<file path="config.mk">
export PLATFORM = sky130hd
export DESIGN_NAME = cpu_6502_instruction_execute_flat
export DESIGN_NICKNAME = d
export VERILOG_FILES = /design/src/design/c6502_pkg.sv /design/src/design/c6502_if.sv /design/src/design/cpu_6502_instruction_execute.sv /design/src/design/c6502_stack.sv /design/src/design/c6502_exec.sv /design/src/flat_wrapper.sv
export SDC_FILE = /design/constraint.sdc
export NUM_CORES = 2
export LEC_CHECK = 0
export CAP_MARGIN = 20
export CORE_MARGIN = 4
export CORE_UTILIZATION = 25
export DETAILED_ROUTE_END_ITERATION = 6
export DONT_BUFFER_PORTS = 1
export PLACE_DENSITY = 0.45
export SYNTH_ARGS = -nofsm -noshare
export SYNTH_HDL_FRONTEND = slang
export SYNTH_SLANG_ARGS = --single-unit
</file>
<file path="constraint.sdc">
create_clock -name clk -period 18.9 [get_ports clk]
set_input_delay 0.945 -clock clk [delete_from_list [all_inputs] [get_ports clk]]
set_output_delay 0.945 -clock clk [all_outputs]
set_load 0.05 [all_outputs]
</file>
<file path="src/design/c6502_pkg.sv">
// Package for the 6502 execute unit: operation codes, flag bits, payload types.
// No dependencies.
`timescale 1ns / 1ps
package c6502_pkg;

  typedef enum logic [5:0] {
    OP_ADC = 6'd0,  OP_AND = 6'd1,  OP_ASL = 6'd2,  OP_BCC = 6'd3,  OP_BCS = 6'd4,
    OP_BEQ = 6'd5,  OP_BIT = 6'd6,  OP_BMI = 6'd7,  OP_BNE = 6'd8,  OP_BPL = 6'd9,
    OP_BRK = 6'd10, OP_BVC = 6'd11, OP_BVS = 6'd12, OP_CLC = 6'd13, OP_CLD = 6'd14,
    OP_CLI = 6'd15, OP_CLV = 6'd16, OP_CMP = 6'd17, OP_CPX = 6'd18, OP_CPY = 6'd19,
    OP_DEC = 6'd20, OP_DEX = 6'd21, OP_DEY = 6'd22, OP_EOR = 6'd23, OP_INC = 6'd24,
    OP_INX = 6'd25, OP_INY = 6'd26, OP_JMP = 6'd27, OP_JSR = 6'd28, OP_LDA = 6'd29,
    OP_LDX = 6'd30, OP_LDY = 6'd31, OP_LSR = 6'd32, OP_NOP = 6'd33, OP_ORA = 6'd34,
    OP_PHA = 6'd35, OP_PHP = 6'd36, OP_PLA = 6'd37, OP_PLP = 6'd38, OP_ROL = 6'd39,
    OP_ROR = 6'd40, OP_RTI = 6'd41, OP_RTS = 6'd42, OP_SBC = 6'd43, OP_SEC = 6'd44,
    OP_SED = 6'd45, OP_SEI = 6'd46, OP_STA = 6'd47, OP_STX = 6'd48, OP_STY = 6'd49,
    OP_TAX = 6'd50, OP_TAY = 6'd51, OP_TSX = 6'd52, OP_TXA = 6'd53, OP_TXS = 6'd54,
    OP_TYA = 6'd55, OP_ILL = 6'd56
  } op_t;

  localparam int FL_C = 0;
  localparam int FL_Z = 1;
  localparam int FL_I = 2;
  localparam int FL_D = 3;
  localparam int FL_B = 4;
  localparam int FL_V = 6;
  localparam int FL_N = 7;

  localparam logic [7:0] SP_RESET = 8'd253;

  typedef struct packed {
    logic [5:0]  operation;
    logic [7:0]  operand;
    logic [15:0] address;
    logic        on_accumulator;
  } in_item_t;

  typedef struct packed {
    logic        mem_write;
    logic [15:0] write_address;
    logic [7:0]  write_data;
    logic [7:0]  acc_out;
    logic [7:0]  x_out;
    logic [7:0]  y_out;
    logic [7:0]  flags_out;
    logic [7:0]  sp_out;
    logic [15:0] pc_out;
    logic [1:0]  extra_cycles;
  } out_item_t;

  // stack port request from the sequencer to the stack memory
  typedef struct packed {
    logic       wr;
    logic       rd;
    logic [7:0] addr;
    logic [7:0] wdata;
  } stk_req_t;

endpackage

</file>
<file path="src/design/c6502_if.sv">
// Handshake channel interfaces for the 6502 execute unit.
// Depends on c6502_pkg.
`timescale 1ns / 1ps
interface c6502_in_if;
  logic                valid;
  logic                ready;
  c6502_pkg::in_item_t data;
  modport source (output valid, output data, input ready);
  modport sink   (input valid, input data, output ready);
endinterface

interface c6502_out_if;
  logic                 valid;
  logic                 ready;
  c6502_pkg::out_item_t data;
  modport source (output valid, output data, input ready);
  modport sink   (input valid, input data, output ready);
endinterface

interface c6502_cfg_if;
  logic        valid;
  logic        ready;
  logic [15:0] data;
  modport source (output valid, output data, input ready);
  modport sink   (input valid, input data, output ready);
endinterface

</file>
<file path="src/design/cpu_6502_instruction_execute.sv">
// 6502 execute unit: one decoded instruction per request, register file and stack page.
// Binary arithmetic only. An instruction without stack traffic, or PHA/PHP, ends in the run
// state and the next may follow at once if the output register is free. JSR adds S_PUSH1, BRK
// S_PUSH1/S_PUSH2, PLA/PLP S_PULL1, RTS S_PULL1/S_PULL2 and RTI S_PULL1 to S_PULL3, set by the
// single port of the 256-byte stack memory, one byte per cycle plus its read latency. A one-entry
// output register holds the result; a new request enters in the cycle that a waiting result is
// taken. Depends on c6502_pkg, the channel interfaces, c6502_stack and c6502_exec.
`timescale 1ns / 1ps
module cpu_6502_instruction_execute (
  input  logic         clk,
  input  logic         rst_n,
  c6502_in_if.sink     in_ch,
  c6502_out_if.source  out_ch,
  c6502_cfg_if.sink    cfg_ch
);
  c6502_pkg::stk_req_t stk_req;
  logic [7:0]          stk_rdata;

  c6502_stack u_stack (
    .clk   (clk),
    .req   (stk_req),
    .rdata (stk_rdata)
  );

  c6502_exec u_exec (
    .clk       (clk),
    .rst_n     (rst_n),
    .in_ch     (in_ch),
    .cfg_ch    (cfg_ch),
    .stk_req   (stk_req),
    .stk_rdata (stk_rdata),
    .res_valid (out_ch.valid),
    .res_data  (out_ch.data),
    .res_ready (out_ch.ready)
  );
endmodule

</file>
<file path="src/design/c6502_stack.sv">
// Stack page: 256 x 8 single-port synchronous memory with registered read data.
// Depends on c6502_pkg.
`timescale 1ns / 1ps
module c6502_stack (
  input  logic                clk,
  input  c6502_pkg::stk_req_t req,
  output logic [7:0]          rdata
);
  logic [7:0] mem [256];

  always_ff @(posedge clk) begin
    if (req.wr) begin
      mem[req.addr] <= req.wdata;
    end
    if (req.rd) begin
      rdata <= mem[req.addr];
    end
  end
endmodule

</file>
<file path="src/design/c6502_exec.sv">
// Execute sequencer: register file, ALU and stack sequencing for one instruction.
// Depends on c6502_pkg and the channel interfaces; drives c6502_stack.
`timescale 1ns / 1ps
module c6502_exec (
  input  logic                 clk,
  input  logic                 rst_n,
  c6502_in_if.sink             in_ch,
  c6502_cfg_if.sink            cfg_ch,
  output c6502_pkg::stk_req_t  stk_req,
  input  logic [7:0]           stk_rdata,
  output logic                 res_valid,
  output c6502_pkg::out_item_t res_data,
  input  logic                 res_ready
);
  typedef enum logic [2:0] {S_RUN, S_PUSH1, S_PUSH2, S_PULL1, S_PULL2, S_PULL3} state_t;

  state_t      state_r;
  logic [7:0]  a_r, x_r, y_r, sp_r, p_r;
  logic [15:0] pc_r, irq_r;
  logic [5:0]  op_r;
  logic [7:0]  b1_r, b2_r;
  logic [7:0]  lo_r;
  logic        res_valid_r;
  c6502_pkg::out_item_t res_r;

  logic        slot_free, take;
  c6502_pkg::in_item_t it;
  logic [7:0]  a_nxt, x_nxt, y_nxt, sp_nxt, p_nxt, src, r, m;
  logic [15:0] pc_nxt, ret;
  logic        wr, cond, isbr, stack_op;
  logic [7:0]  wdata;
  logic [8:0]  sum;
  logic [7:0]  madd;
  logic [1:0]  extra;

  assign slot_free  = !res_valid_r || res_ready;
  assign in_ch.ready = (state_r == S_RUN) && slot_free;
  assign take       = in_ch.valid && in_ch.ready;
  assign it         = in_ch.data;
  assign cfg_ch.ready = 1'b1;
  assign res_valid  = res_valid_r;
  assign res_data   = res_r;
  assign m          = it.operand;

  always_comb begin
    a_nxt = a_r; x_nxt = x_r; y_nxt = y_r; sp_nxt = sp_r; p_nxt = p_r; pc_nxt = pc_r;
    wr = 1'b0; wdata = 8'd0; extra = 2'd0; cond = 1'b0; isbr = 1'b0; stack_op = 1'b0;
    src = it.on_accumulator ? a_r : m;
    r = 8'd0; ret = 16'd0;
    madd = (it.operation == c6502_pkg::OP_SBC) ? ~m : m;
    sum = {1'b0, a_r} + {1'b0, madd} + {8'd0, p_r[c6502_pkg::FL_C]};
    case (c6502_pkg::op_t'(it.operation))
      c6502_pkg::OP_ADC, c6502_pkg::OP_SBC: begin
        a_nxt = sum[7:0];
        p_nxt[c6502_pkg::FL_C] = sum[8];
        p_nxt[c6502_pkg::FL_V] = ~(a_r[7] ^ madd[7]) & (a_r[7] ^ sum[7]);
        r = sum[7:0];
      end
      c6502_pkg::OP_AND: begin a_nxt = a_r & m; r = a_nxt; end
      c6502_pkg::OP_ORA: begin a_nxt = a_r | m; r = a_nxt; end
      c6502_pkg::OP_EOR: begin a_nxt = a_r ^ m; r = a_nxt; end
      c6502_pkg::OP_ASL, c6502_pkg::OP_ROL: begin
        r = {src[6:0], (it.operation == c6502_pkg::OP_ROL) & p_r[c6502_pkg::FL_C]};
        p_nxt[c6502_pkg::FL_C] = src[7];
      end
      c6502_pkg::OP_LSR, c6502_pkg::OP_ROR: begin
        r = {(it.operation == c6502_pkg::OP_ROR) & p_r[c6502_pkg::FL_C], src[7:1]};
        p_nxt[c6502_pkg::FL_C] = src[0];
      end
      c6502_pkg::OP_BCC: begin isbr = 1'b1; cond = !p_r[c6502_pkg::FL_C]; end
      c6502_pkg::OP_BCS: begin isbr = 1'b1; cond =  p_r[c6502_pkg::FL_C]; end
      c6502_pkg::OP_BEQ: begin isbr = 1'b1; cond =  p_r[c6502_pkg::FL_Z]; end
      c6502_pkg::OP_BNE: begin isbr = 1'b1; cond = !p_r[c6502_pkg::FL_Z]; end
      c6502_pkg::OP_BMI: begin isbr = 1'b1; cond =  p_r[c6502_pkg::FL_N]; end
      c6502_pkg::OP_BPL: begin isbr = 1'b1; cond = !p_r[c6502_pkg::FL_N]; end
      c6502_pkg::OP_BVC: begin isbr = 1'b1; cond = !p_r[c6502_pkg::FL_V]; end
      c6502_pkg::OP_BVS: begin isbr = 1'b1; cond =  p_r[c6502_pkg::FL_V]; end
      c6502_pkg::OP_BIT: begin
        p_nxt[c6502_pkg::FL_Z] = (a_r & m) == 8'd0;
        p_nxt[c6502_pkg::FL_N] = m[7];
        p_nxt[c6502_pkg::FL_V] = m[6];
      end
      c6502_pkg::OP_CLC: p_nxt[c6502_pkg::FL_C] = 1'b0;
      c6502_pkg::OP_CLD: p_nxt[c6502_pkg::FL_D] = 1'b0;
      c6502_pkg::OP_CLI: p_nxt[c6502_pkg::FL_I] = 1'b0;
      c6502_pkg::OP_CLV: p_nxt[c6502_pkg::FL_V] = 1'b0;
      c6502_pkg::OP_SEC: p_nxt[c6502_pkg::FL_C] = 1'b1;
      c6502_pkg::OP_SED: p_nxt[c6502_pkg::FL_D] = 1'b1;
      c6502_pkg::OP_SEI: p_nxt[c6502_pkg::FL_I] = 1'b1;
      c6502_pkg::OP_CMP, c6502_pkg::OP_CPX, c6502_pkg::OP_CPY: begin
        src = (it.operation == c6502_pkg::OP_CMP) ? a_r :
              (it.operation == c6502_pkg::OP_CPX) ? x_r : y_r;
        r = src - m;
        p_nxt[c6502_pkg::FL_C] = src >= m;
      end
      c6502_pkg::OP_DEC: begin r = m - 8'd1; wr = 1'b1; wdata = r; end
      c6502_pkg::OP_INC: begin r = m + 8'd1; wr = 1'b1; wdata = r; end
      c6502_pkg::OP_DEX: begin x_nxt = x_r - 8'd1; r = x_nxt; end
      c6502_pkg::OP_DEY: begin y_nxt = y_r - 8'd1; r = y_nxt; end
      c6502_pkg::OP_INX: begin x_nxt = x_r + 8'd1; r = x_nxt; end
      c6502_pkg::OP_INY: begin y_nxt = y_r + 8'd1; r = y_nxt; end
      c6502_pkg::OP_JMP: pc_nxt = it.address;
      c6502_pkg::OP_LDA: begin a_nxt = m; r = m; end
      c6502_pkg::OP_LDX: begin x_nxt = m; r = m; end
      c6502_pkg::OP_LDY: begin y_nxt = m; r = m; end
      c6502_pkg::OP_STA: begin wr = 1'b1; wdata = a_r; end
      c6502_pkg::OP_STX: begin wr = 1'b1; wdata = x_r; end
      c6502_pkg::OP_STY: begin wr = 1'b1; wdata = y_r; end
      c6502_pkg::OP_TAX: begin x_nxt = a_r; r = a_r; end
      c6502_pkg::OP_TAY: begin y_nxt = a_r; r = a_r; end
      c6502_pkg::OP_TSX: begin x_nxt = sp_r; r = sp_r; end
      c6502_pkg::OP_TXA: begin a_nxt = x_r; r = x_r; end
      c6502_pkg::OP_TXS: sp_nxt = x_r;
      c6502_pkg::OP_TYA: begin a_nxt = y_r; r = y_r; end
      c6502_pkg::OP_PHA, c6502_pkg::OP_PHP, c6502_pkg::OP_PLA, c6502_pkg::OP_PLP,
      c6502_pkg::OP_RTI, c6502_pkg::OP_RTS, c6502_pkg::OP_BRK,
      c6502_pkg::OP_JSR: stack_op = 1'b1;
      default: ;
    endcase
    case (c6502_pkg::op_t'(it.operation))
      c6502_pkg::OP_ADC, c6502_pkg::OP_SBC, c6502_pkg::OP_AND, c6502_pkg::OP_ORA,
      c6502_pkg::OP_EOR, c6502_pkg::OP_CMP, c6502_pkg::OP_CPX, c6502_pkg::OP_CPY,
      c6502_pkg::OP_DEC, c6502_pkg::OP_INC, c6502_pkg::OP_DEX, c6502_pkg::OP_DEY,
      c6502_pkg::OP_INX, c6502_pkg::OP_INY, c6502_pkg::OP_LDA, c6502_pkg::OP_LDX,
      c6502_pkg::OP_LDY, c6502_pkg::OP_TAX, c6502_pkg::OP_TAY, c6502_pkg::OP_TSX,
      c6502_pkg::OP_TXA, c6502_pkg::OP_TYA, c6502_pkg::OP_ASL, c6502_pkg::OP_ROL,
      c6502_pkg::OP_LSR, c6502_pkg::OP_ROR: begin
        p_nxt[c6502_pkg::FL_Z] = r == 8'd0;
        p_nxt[c6502_pkg::FL_N] = r[7];
      end
      default: ;
    endcase
    if ((it.operation == c6502_pkg::OP_ASL) || (it.operation == c6502_pkg::OP_ROL) ||
        (it.operation == c6502_pkg::OP_LSR) || (it.operation == c6502_pkg::OP_ROR)) begin
      if (it.on_accumulator) begin
        a_nxt = r;
      end else begin
        wr = 1'b1; wdata = r;
      end
    end
    if (isbr && cond) begin
      pc_nxt = it.address;
      extra = (pc_r[15:8] != it.address[15:8]) ? 2'd2 : 2'd1;
    end
    ret = (it.operation == c6502_pkg::OP_BRK) ? pc_r + 16'd1 : pc_r - 16'd1;
  end

  // stack port: pushes write at sp; pulls read at sp+1
  always_comb begin
    stk_req = '0;
    case (state_r)
      S_RUN: begin
        if (take) begin
          case (c6502_pkg::op_t'(it.operation))
            c6502_pkg::OP_PHA: begin stk_req.wr = 1'b1; stk_req.wdata = a_r; end
            c6502_pkg::OP_PHP: begin stk_req.wr = 1'b1; stk_req.wdata = p_r; end
            c6502_pkg::OP_BRK, c6502_pkg::OP_JSR: begin
              stk_req.wr = 1'b1; stk_req.wdata = ret[15:8];
            end
            c6502_pkg::OP_PLA, c6502_pkg::OP_PLP, c6502_pkg::OP_RTI,
            c6502_pkg::OP_RTS: stk_req.rd = 1'b1;
            default: ;
          endcase
        end
        stk_req.addr = stk_req.rd ? sp_r + 8'd1 : sp_r;
      end
      S_PUSH1: begin stk_req.wr = 1'b1; stk_req.addr = sp_r; stk_req.wdata = b1_r; end
      S_PUSH2: begin stk_req.wr = 1'b1; stk_req.addr = sp_r; stk_req.wdata = b2_r; end
      S_PULL1, S_PULL2: begin stk_req.rd = 1'b1; stk_req.addr = sp_r + 8'd1; end
      default: ;
    endcase
  end

  always_ff @(posedge clk) begin
    if (!rst_n) begin
      state_r <= S_RUN;
      a_r <= '0; x_r <= '0; y_r <= '0; sp_r <= c6502_pkg::SP_RESET; p_r <= '0;
      pc_r <= '0; irq_r <= '0; res_valid_r <= 1'b0;
    end else begin
      if (cfg_ch.valid) begin
        irq_r <= cfg_ch.data;
      end
      if (res_valid_r && res_ready) begin
        res_valid_r <= 1'b0;
      end
      case (state_r)
        S_RUN: begin
          if (take) begin
            op_r <= it.operation;
            if (stack_op) begin
              case (c6502_pkg::op_t'(it.operation))
                c6502_pkg::OP_PHA, c6502_pkg::OP_PHP: begin
                  sp_r <= sp_r - 8'd1;
                  res_valid_r <= 1'b1;
                  res_r <= '{1'b0, 16'd0, 8'd0, a_r, x_r, y_r, p_r, sp_r - 8'd1, pc_r, 2'd0};
                end
                c6502_pkg::OP_BRK, c6502_pkg::OP_JSR: begin
                  sp_r <= sp_r - 8'd1;
                  b1_r <= ret[7:0];
                  b2_r <= p_r | 8'h10;
                  pc_r <= (it.operation == c6502_pkg::OP_BRK) ? irq_r : it.address;
                  state_r <= S_PUSH1;
                end
                default: begin
                  sp_r <= sp_r + 8'd1;
                  state_r <= S_PULL1;
                end
              endcase
            end else begin
              a_r <= a_nxt; x_r <= x_nxt; y_r <= y_nxt; sp_r <= sp_nxt;
              p_r <= p_nxt; pc_r <= pc_nxt;
              res_valid_r <= 1'b1;
              res_r <= '{wr, wr ? it.address : 16'd0, wdata, a_nxt, x_nxt, y_nxt, p_nxt,
                         sp_nxt, pc_nxt, extra};
            end
          end
        end
        S_PUSH1: begin
          sp_r <= sp_r - 8'd1;
          if (op_r == c6502_pkg::OP_BRK) begin
            state_r <= S_PUSH2;
          end else begin
            state_r <= S_RUN;
            res_valid_r <= 1'b1;
            res_r <= '{1'b0, 16'd0, 8'd0, a_r, x_r, y_r, p_r, sp_r - 8'd1, pc_r, 2'd0};
          end
        end
        S_PUSH2: begin
          sp_r <= sp_r - 8'd1;
          p_r <= p_r | 8'h04;
          state_r <= S_RUN;
          res_valid_r <= 1'b1;
          res_r <= '{1'b0, 16'd0, 8'd0, a_r, x_r, y_r, p_r | 8'h04, sp_r - 8'd1, pc_r, 2'd0};
        end
        S_PULL1: begin
          if (op_r == c6502_pkg::OP_PLA) begin
            a_r <= stk_rdata;
            p_r <= {stk_rdata[7], p_r[6:2], stk_rdata == 8'd0, p_r[0]};
            state_r <= S_RUN;
            res_valid_r <= 1'b1;
            res_r <= '{1'b0, 16'd0, 8'd0, stk_rdata, x_r, y_r,
                       {stk_rdata[7], p_r[6:2], stk_rdata == 8'd0, p_r[0]}, sp_r, pc_r, 2'd0};
          end else if (op_r == c6502_pkg::OP_PLP) begin
            p_r <= stk_rdata;
            state_r <= S_RUN;
            res_valid_r <= 1'b1;
            res_r <= '{1'b0, 16'd0, 8'd0, a_r, x_r, y_r, stk_rdata, sp_r, pc_r, 2'd0};
          end else begin
            sp_r <= sp_r + 8'd1;
            if (op_r == c6502_pkg::OP_RTI) begin
              p_r <= stk_rdata;
            end else begin
              lo_r <= stk_rdata;
            end
            state_r <= S_PULL2;
          end
        end
        S_PULL2: begin
          if (op_r == c6502_pkg::OP_RTI) begin
            lo_r <= stk_rdata;
            sp_r <= sp_r + 8'd1;
            state_r <= S_PULL3;
          end else begin
            pc_r <= {stk_rdata, lo_r} + 16'd1;
            state_r <= S_RUN;
            res_valid_r <= 1'b1;
            res_r <= '{1'b0, 16'd0, 8'd0, a_r, x_r, y_r, p_r, sp_r,
                       {stk_rdata, lo_r} + 16'd1, 2'd0};
          end
        end
        S_PULL3: begin
          pc_r <= {stk_rdata, lo_r};
          state_r <= S_RUN;
          res_valid_r <= 1'b1;
          res_r <= '{1'b0, 16'd0, 8'd0, a_r, x_r, y_r, p_r, sp_r, {stk_rdata, lo_r}, 2'd0};
        end
        default: state_r <= S_RUN;
      endcase
    end
  end

  a_ready_run: assert property (@(posedge clk) disable iff (!rst_n)
    in_ch.ready |-> state_r == S_RUN) else $error("ready outside run state");
  a_one_port: assert property (@(posedge clk) disable iff (!rst_n)
    !(stk_req.wr && stk_req.rd)) else $error("stack read and write together");
  a_hold: assert property (@(posedge clk) disable iff (!rst_n)
    res_valid_r && !res_ready |=> res_valid_r && $stable(res_r))
    else $error("result dropped");
  a_push_sp: assert property (@(posedge clk) disable iff (!rst_n)
    state_r == S_PUSH1 |=> $past(sp_r) == sp_r + 8'd1) else $error("push sp");
endmodule

</file>
<file path="src/flat_wrapper.sv">
// flat-port wrapper written by rule: the top's interface ports become plain ports
module cpu_6502_instruction_execute_flat 
  (clk, rst_n, in_ch_valid, in_ch_data, in_ch_ready, out_ch_valid, out_ch_data, out_ch_ready, cfg_ch_valid, cfg_ch_data, cfg_ch_ready);
  c6502_in_if in_ch_i ();
  c6502_out_if out_ch_i ();
  c6502_cfg_if cfg_ch_i ();
  input  logic clk;
  input  logic rst_n;
  input wire logic [$bits(in_ch_i.valid)-1:0] in_ch_valid;
  input wire logic [$bits(in_ch_i.data)-1:0] in_ch_data;
  output wire logic [$bits(in_ch_i.ready)-1:0] in_ch_ready;
  output wire logic [$bits(out_ch_i.valid)-1:0] out_ch_valid;
  output wire logic [$bits(out_ch_i.data)-1:0] out_ch_data;
  input wire logic [$bits(out_ch_i.ready)-1:0] out_ch_ready;
  input wire logic [$bits(cfg_ch_i.valid)-1:0] cfg_ch_valid;
  input wire logic [$bits(cfg_ch_i.data)-1:0] cfg_ch_data;
  output wire logic [$bits(cfg_ch_i.ready)-1:0] cfg_ch_ready;
  assign in_ch_i.valid = in_ch_valid;
  assign in_ch_i.data = in_ch_data;
  assign in_ch_ready = in_ch_i.ready;
  assign out_ch_valid = out_ch_i.valid;
  assign out_ch_data = out_ch_i.data;
  assign out_ch_i.ready = out_ch_ready;
  assign cfg_ch_i.valid = cfg_ch_valid;
  assign cfg_ch_i.data = cfg_ch_data;
  assign cfg_ch_ready = cfg_ch_i.ready;
  cpu_6502_instruction_execute u_core (.clk(clk), .rst_n(rst_n), .in_ch(in_ch_i), .out_ch(out_ch_i), .cfg_ch(cfg_ch_i));
endmodule
</file>
## After elaboration in Yosys (flattened, before gate mapping)

Memory sizes are Yosys's and may differ from the RTL's. A register that Yosys moved wholly into a read port is not among the register bits.
Cells that the tools add are included.

- Add/sub/neg operators: 14
- $lt $le $gt $ge: 1
- Equality and inequality tests: 80
- Muxes and demuxes: 99
- Bitwise operators: 14
- Reduce and logical (&&, ||, !) cells: 55

Operators by type and width:

| kind | number |
|---|---|
| 83-bit 2-to-1 mux | 7 |
| 83-bit one-hot mux with 6 select lines | 1 |
| 8-bit 2-to-1 mux | 28 |
| 6-bit equality test, second input constant | 26 |
| 16-bit 2-to-1 mux | 9 |
| 8-bit one-hot mux with 18 select lines | 1 |
| 6-bit by 5-bit equality test with 1-bit output, second input constant | 16 |
| 8-bit one-hot mux with 3 select lines | 4 |
| 8-bit one-hot mux with 5 select lines | 2 |
| 8-bit one-hot mux with 4 select lines | 2 |
| 8-bit one-hot mux with 7 select lines | 1 |
| 6-bit by 4-bit equality test with 1-bit output, second input constant | 9 |
| 16-bit one-hot mux with 3 select lines | 1 |
| 16-bit by 1-bit adder with 16-bit output, second input constant | 2 |
| 8-bit by 1-bit adder with 8-bit output, second input constant | 4 |
| 8-bit one-hot mux with 2 select lines | 2 |
| 8-bit by 1-bit subtractor with 8-bit output, second input constant | 4 |
| 26-bit OR reduction | 1 |
| 5-bit AND reduction | 5 |
| 6-bit by 3-bit equality test with 1-bit output, second input constant | 4 |
| 8-bit logical NOT | 3 |
| 2-bit != test, second input constant | 11 |
| 1-bit 2-to-1 mux | 21 |
| 2-bit OR reduction | 9 |
| other kinds (47) | 90 |

- Bits in registers: 188
- Bits in writable memories: 2048
- Input bits: 52
- Output and inout bits: 86
- Memories kept: 1

Memories:

| memory | words | width | read ports | clocked after memory_dff | wr ports | line | source |
|---|---|---|---|---|---|---|---|
| u_core.u_stack.mem | 256 | 8 | 1 | 1 | 1 | c6502_stack.sv:9 | `logic [7:0] mem [256];` |

## Longest topological paths before layout

- Depth after elaboration: 10
- Mapped depth: 22
- Mapped depth without buffers: 19

## Hierarchy

A second synthesis with hierarchy kept.

- Cells, all modules: 5358
- Area total of the unflattened synthesis: 93433.4 um2

Modules (own cells, without submodules):

| module | instances | cells each | area each (um2) | seq. area each (um2) |
|---|---|---|---|---|
| c6502_stack | 1 | 3547 | 78572.9 | 61739.2 |
| c6502_exec | 1 | 1811 | 14860.5 | 4884.7 |

## Worst setup path before layout

OpenSTA, ideal clock, no wires.

- Path type: input port to flip-flop
- Start point: input in_ch_data[26]
- End point: memory u_core.u_stack.mem[0][7] (data pin)
- Setup time: 2187 ps
- Arrival time: 14730 ps
- Data required time: 16713 ps
- Slack: 1983 ps
- Cell stages on the path: 18
- Buffers on the path: 4
- Path through: clkbuf_1 nor2b_1 clkbuf_1 clkbuf_1 nand3_1 clkbuf_1 ha_1 a21o_1 a21oi_1 nor2b_1 o21a_1 o311a_1 nor3_1 nor3_1 a2111o_1 a21oi_1 xnor2_1 o21ai_0

RTL lines:

| element | line | source |
|---|---|---|
| from (decl) | flat_wrapper.sv:10 | `input wire logic [$bits(in_ch_i.data)-1:0] in_ch_data;` |
| to (decl) | c6502_stack.sv:9 |  |

==> results by group <==
Die
  – Core Area: just under 400000 um2
  – DIE HEIGHT: 630.2 um
  – Cell Rows: around 230
  – Starting density of the core: 0.2510
  – Die area: about 400000 um2
  – Die width: between 600 and 700 um
  – I/O pin count: 138

Global route
  – Tot GR Track Use: 0.1616
  – Vias in the first global route: just over 60000
  – First-pass GRT wire length: between 400000 and 500000 um
  – Pin count of the biggest net entering global routing: between 150 and 200
  – Total gr overflow: 0
  – Initial antenna violation count: 7

Timing
  – Post-route clock period utilization: 0.3724
  – Fmax: around 140 MHz
  – Final Max Tran Viols: 0
  – Max-Slew Margin vs Limit: 0.07220
  – Worst-margin pin slew: roughly 1400 ps
  – Setup TNS: 0 ps
  – Fin crit period: a little over 7000 ps
  – # setup viols final: 0
  – Final worst slack: about 12000 ps
  – Final hold slack: ~190 ps
  – Skew final: 62.60 ps
  – Hold violation total from the final report: 0
  – RSZ-0062 raised after global routing: false

Yosys
  – Top cells by area, synth: edfxtp_1 (67%), nand2_1 (6.3%), nand3_1 (4.4%)
  – Syn avg cell area: 12.79 um2
  – Synthesized instance count: roughly 7600
  – Top-count cell post-synth: edfxtp_1
  – Post-synth ARST share: 0
  – Synth cell count leaders: edfxtp_1 (2168), nand2_1 (1631), nand3_1 (851)
  – Distinct cell type count after synthesis: 97
  – Predominant post-synthesis flop cell: edfxtp_1
  – YS warnings: 0
  – Number of flops mapped to enable cells by yosys: 2168
  – Syn_nets: approximately 7700
  – Post-synth top area share: 0.6726
  – Cell taking the most area after synthesis: edfxtp_1
  – Synthesized cell area: between 90000 and 100000 um2
  – Seq/Total Area, Yosys: 0.6883
  – FF+latch count, synth: about 2200

Critical path
  – Kind of critical path: register to register
  – Cell-by-cell listing of the critical path: nand2b_1 > and3_1 > a21oi_4 > inv_4 > a22oi_4 > buf_12 > buf_4 > buf_4 > buf_4 > a311oi_1 > a311oi_1 > o311ai_1 > or4_1 > or4_1
  – CP Capture Type: register
  – Worst Path Required: between 15000 and 20000 ps
  – Crit path largest cell delay: roughly 830 ps
  – Worst-path fanout max: between 90 and 100
  – Critical Path AT: around 7700 ps
  – Critical path's most frequent cell: buf_4
  – Crit path max-delay family: buffers and inverters
  – Buffers & Inverters on Critical Path: 5
  – Startpoint types: register
  – Max stage delay cell, worst path: buf_4

CTS
  – CTS Sinks: about 2200
  – CTS buffer count: 264
  – CTS H-tree lvls: 5
  – Clock slew at the register clock pins of the worst setup and hold paths: 60 ps
  – CTS tree: yes
  – Postcts setup bufs: 0
  – PostCTS Resize Cnt: 0
  – Clk_lat worst skew: ~900 ps
  – Clk buf depth: 4
  – CTS Hold Buffers Added: 0
  – Clock root buffer: clkbuf_16

Place
  – Post-DP HPWL: around 200000 um
  – Placer Congestion: 0.8835
  – IO Port Bufs: 0
  – Pre-CTS setup slack: approximately 11000 ps

Run status
  – Failing checks: design-rule violations
  – Status: finished, violations left

Cells and area
  – Layout cells sized above 1: 0.09373
  – Area growth, synth to finish: 14.30%
  – Layout Nets: between 7000 and 8000
  – Finished Core Util: 0.2868

Route
  – Post-route ant nets: 0
  – Via count: between 60000 and 70000
  – Final wirelength: approximately 330000 um
  – DRT Pass-1 Iters: 7
  – DR DRC count: 5
  – Starting DRT DRC Count: between 7000 and 8000
  – Avg WL per Cell: 26.05 um
  – Vias per cell: approximately 5

Power
  – Pwr Density: 155.4 nW/um2
  – Maximum vdd drop: approximately 0.15 mV
  – Leakage power: between 30 and 40 nW
  – Power Total: approximately 17 mW

Flow run
  – Max cap viols: 0

Worst hold path
  – Hold crit path type: primary input to register
==> through the flow <==
stage,area (um2),std cells
2_1_floorplan,96790,7568
3_3_place_gp,102200,12370
3_5_place_dp,102300,12390
4_1_cts,110500,12840
5_1_grt,110600,12850
6_report,110600,12850
==> logic make-up (layout without fill, tap and decap cells) <==
kind of cell               Yosys count  after routing  share of synthesized area
other                                1              7                 0.00003874
adders and majority gates           61             61                   0.008144
and+or+nand+nor                   3302           3302                     0.1490
AOI/OAI and AO/OA                  993            993                    0.07208
muxes                              308            308                    0.04564
xor gates and xnor gates            69             69                   0.006244
buffers and inverters              590            693                    0.03051
DFF                               2244           2244                     0.6883
==> state kept, by name, summed over array words and instances, names as in the netlist <==
name	count
u_core.u_stack.mem	2048
u_core.u_exec.res_data	83
u_core.u_exec.irq_r	16
u_core.u_exec.pc_r	16
u_core.u_exec.a_r	8
u_core.u_exec.b1_r	8
u_core.u_exec.lo_r	8
u_core.u_exec.p_r	8
u_core.u_exec.sp_r	8
u_core.u_exec.x_r	8
u_core.u_exec.y_r	8
u_core.u_stack.rdata	8
u_core.u_exec.b2_r	7
u_core.u_exec.op_r	6
u_core.u_exec.state_r	3
u_core.u_exec.res_valid	1
==> cells in the final DEF (no fill, tap or decap), types with 33 or more instances in the layout <==
master and instances:
nor2b_1 42, nor3_1 59, o211ai_1 41, dfxtp_1 74, o22ai_1 50, and3_1 75
xor2_1 34, o21ai_0 142, buf_4 157, a311oi_1 48, mux2i_1 195, xnor2_1 35
nand3_1 849, a21oi_1 193, inv_1 51, ha_1 55, nand4_1 53, nor2_1 432
edfxtp_1 2168, clkbuf_16 267, nand2_1 1621, a31oi_1 90, clkbuf_1 56, clkinv_1 49
mux4_2 106, a221o_1 33, a22oi_1 79, and2_1 36
==> report_power, final <==
group          switching (mW)  total, mW  leakage (nW)  internal [mW]
sequential              0.332       6.47          20.6           6.13
clock                    2.09       4.89          3.95           2.79
combinational            4.32       5.84          11.6           1.52
total                    6.75       17.2          36.1           10.4
==> path summary, 6_finish.rpt <==
kind	startpoint	end	slack [ps]	depth (start not counted)
worst max-delay path	u_core.u_exec.res_valid$_SDFF_PN0_	u_core.u_stack.rdata[5]$_DFFE_PP_	11860	14
worst min-delay path	in_ch_data[25]	u_core.u_exec.op_r[0]$_DFFE_PP_	190	0
worst max register to register	u_core.u_exec.res_valid$_SDFF_PN0_	u_core.u_stack.rdata[5]$_DFFE_PP_	11860	14
worst min register to register	u_core.u_exec.p_r[5]$_SDFFE_PN0P_	u_core.u_exec.b2_r[5]$_DFFE_PP_	540	0
==> metal layers <==
metal	part of all wire	routed length (um)	global-route usage
met4	0.030	10080	0.04737
met5	0	0	0
met1	0.44	147100	0.2263
met2	0.46	155100	0.2589
met3	0.067	22530	0.02388
==> final cells by class <==
class	count	area [um2]
Multi-Input combinational cell	4734	27490
Clock inverter	126	1242
Tap cell	5175	6475
Fill cell	39400	275100
Timing Repair Buffer	187	1649
Antenna cell	6	15.01
Sequential cell	2244	66630
Inverter	54	205.2
Clock buffer	326	6933
No activity file was read; power rests on OpenSTA's default activity.
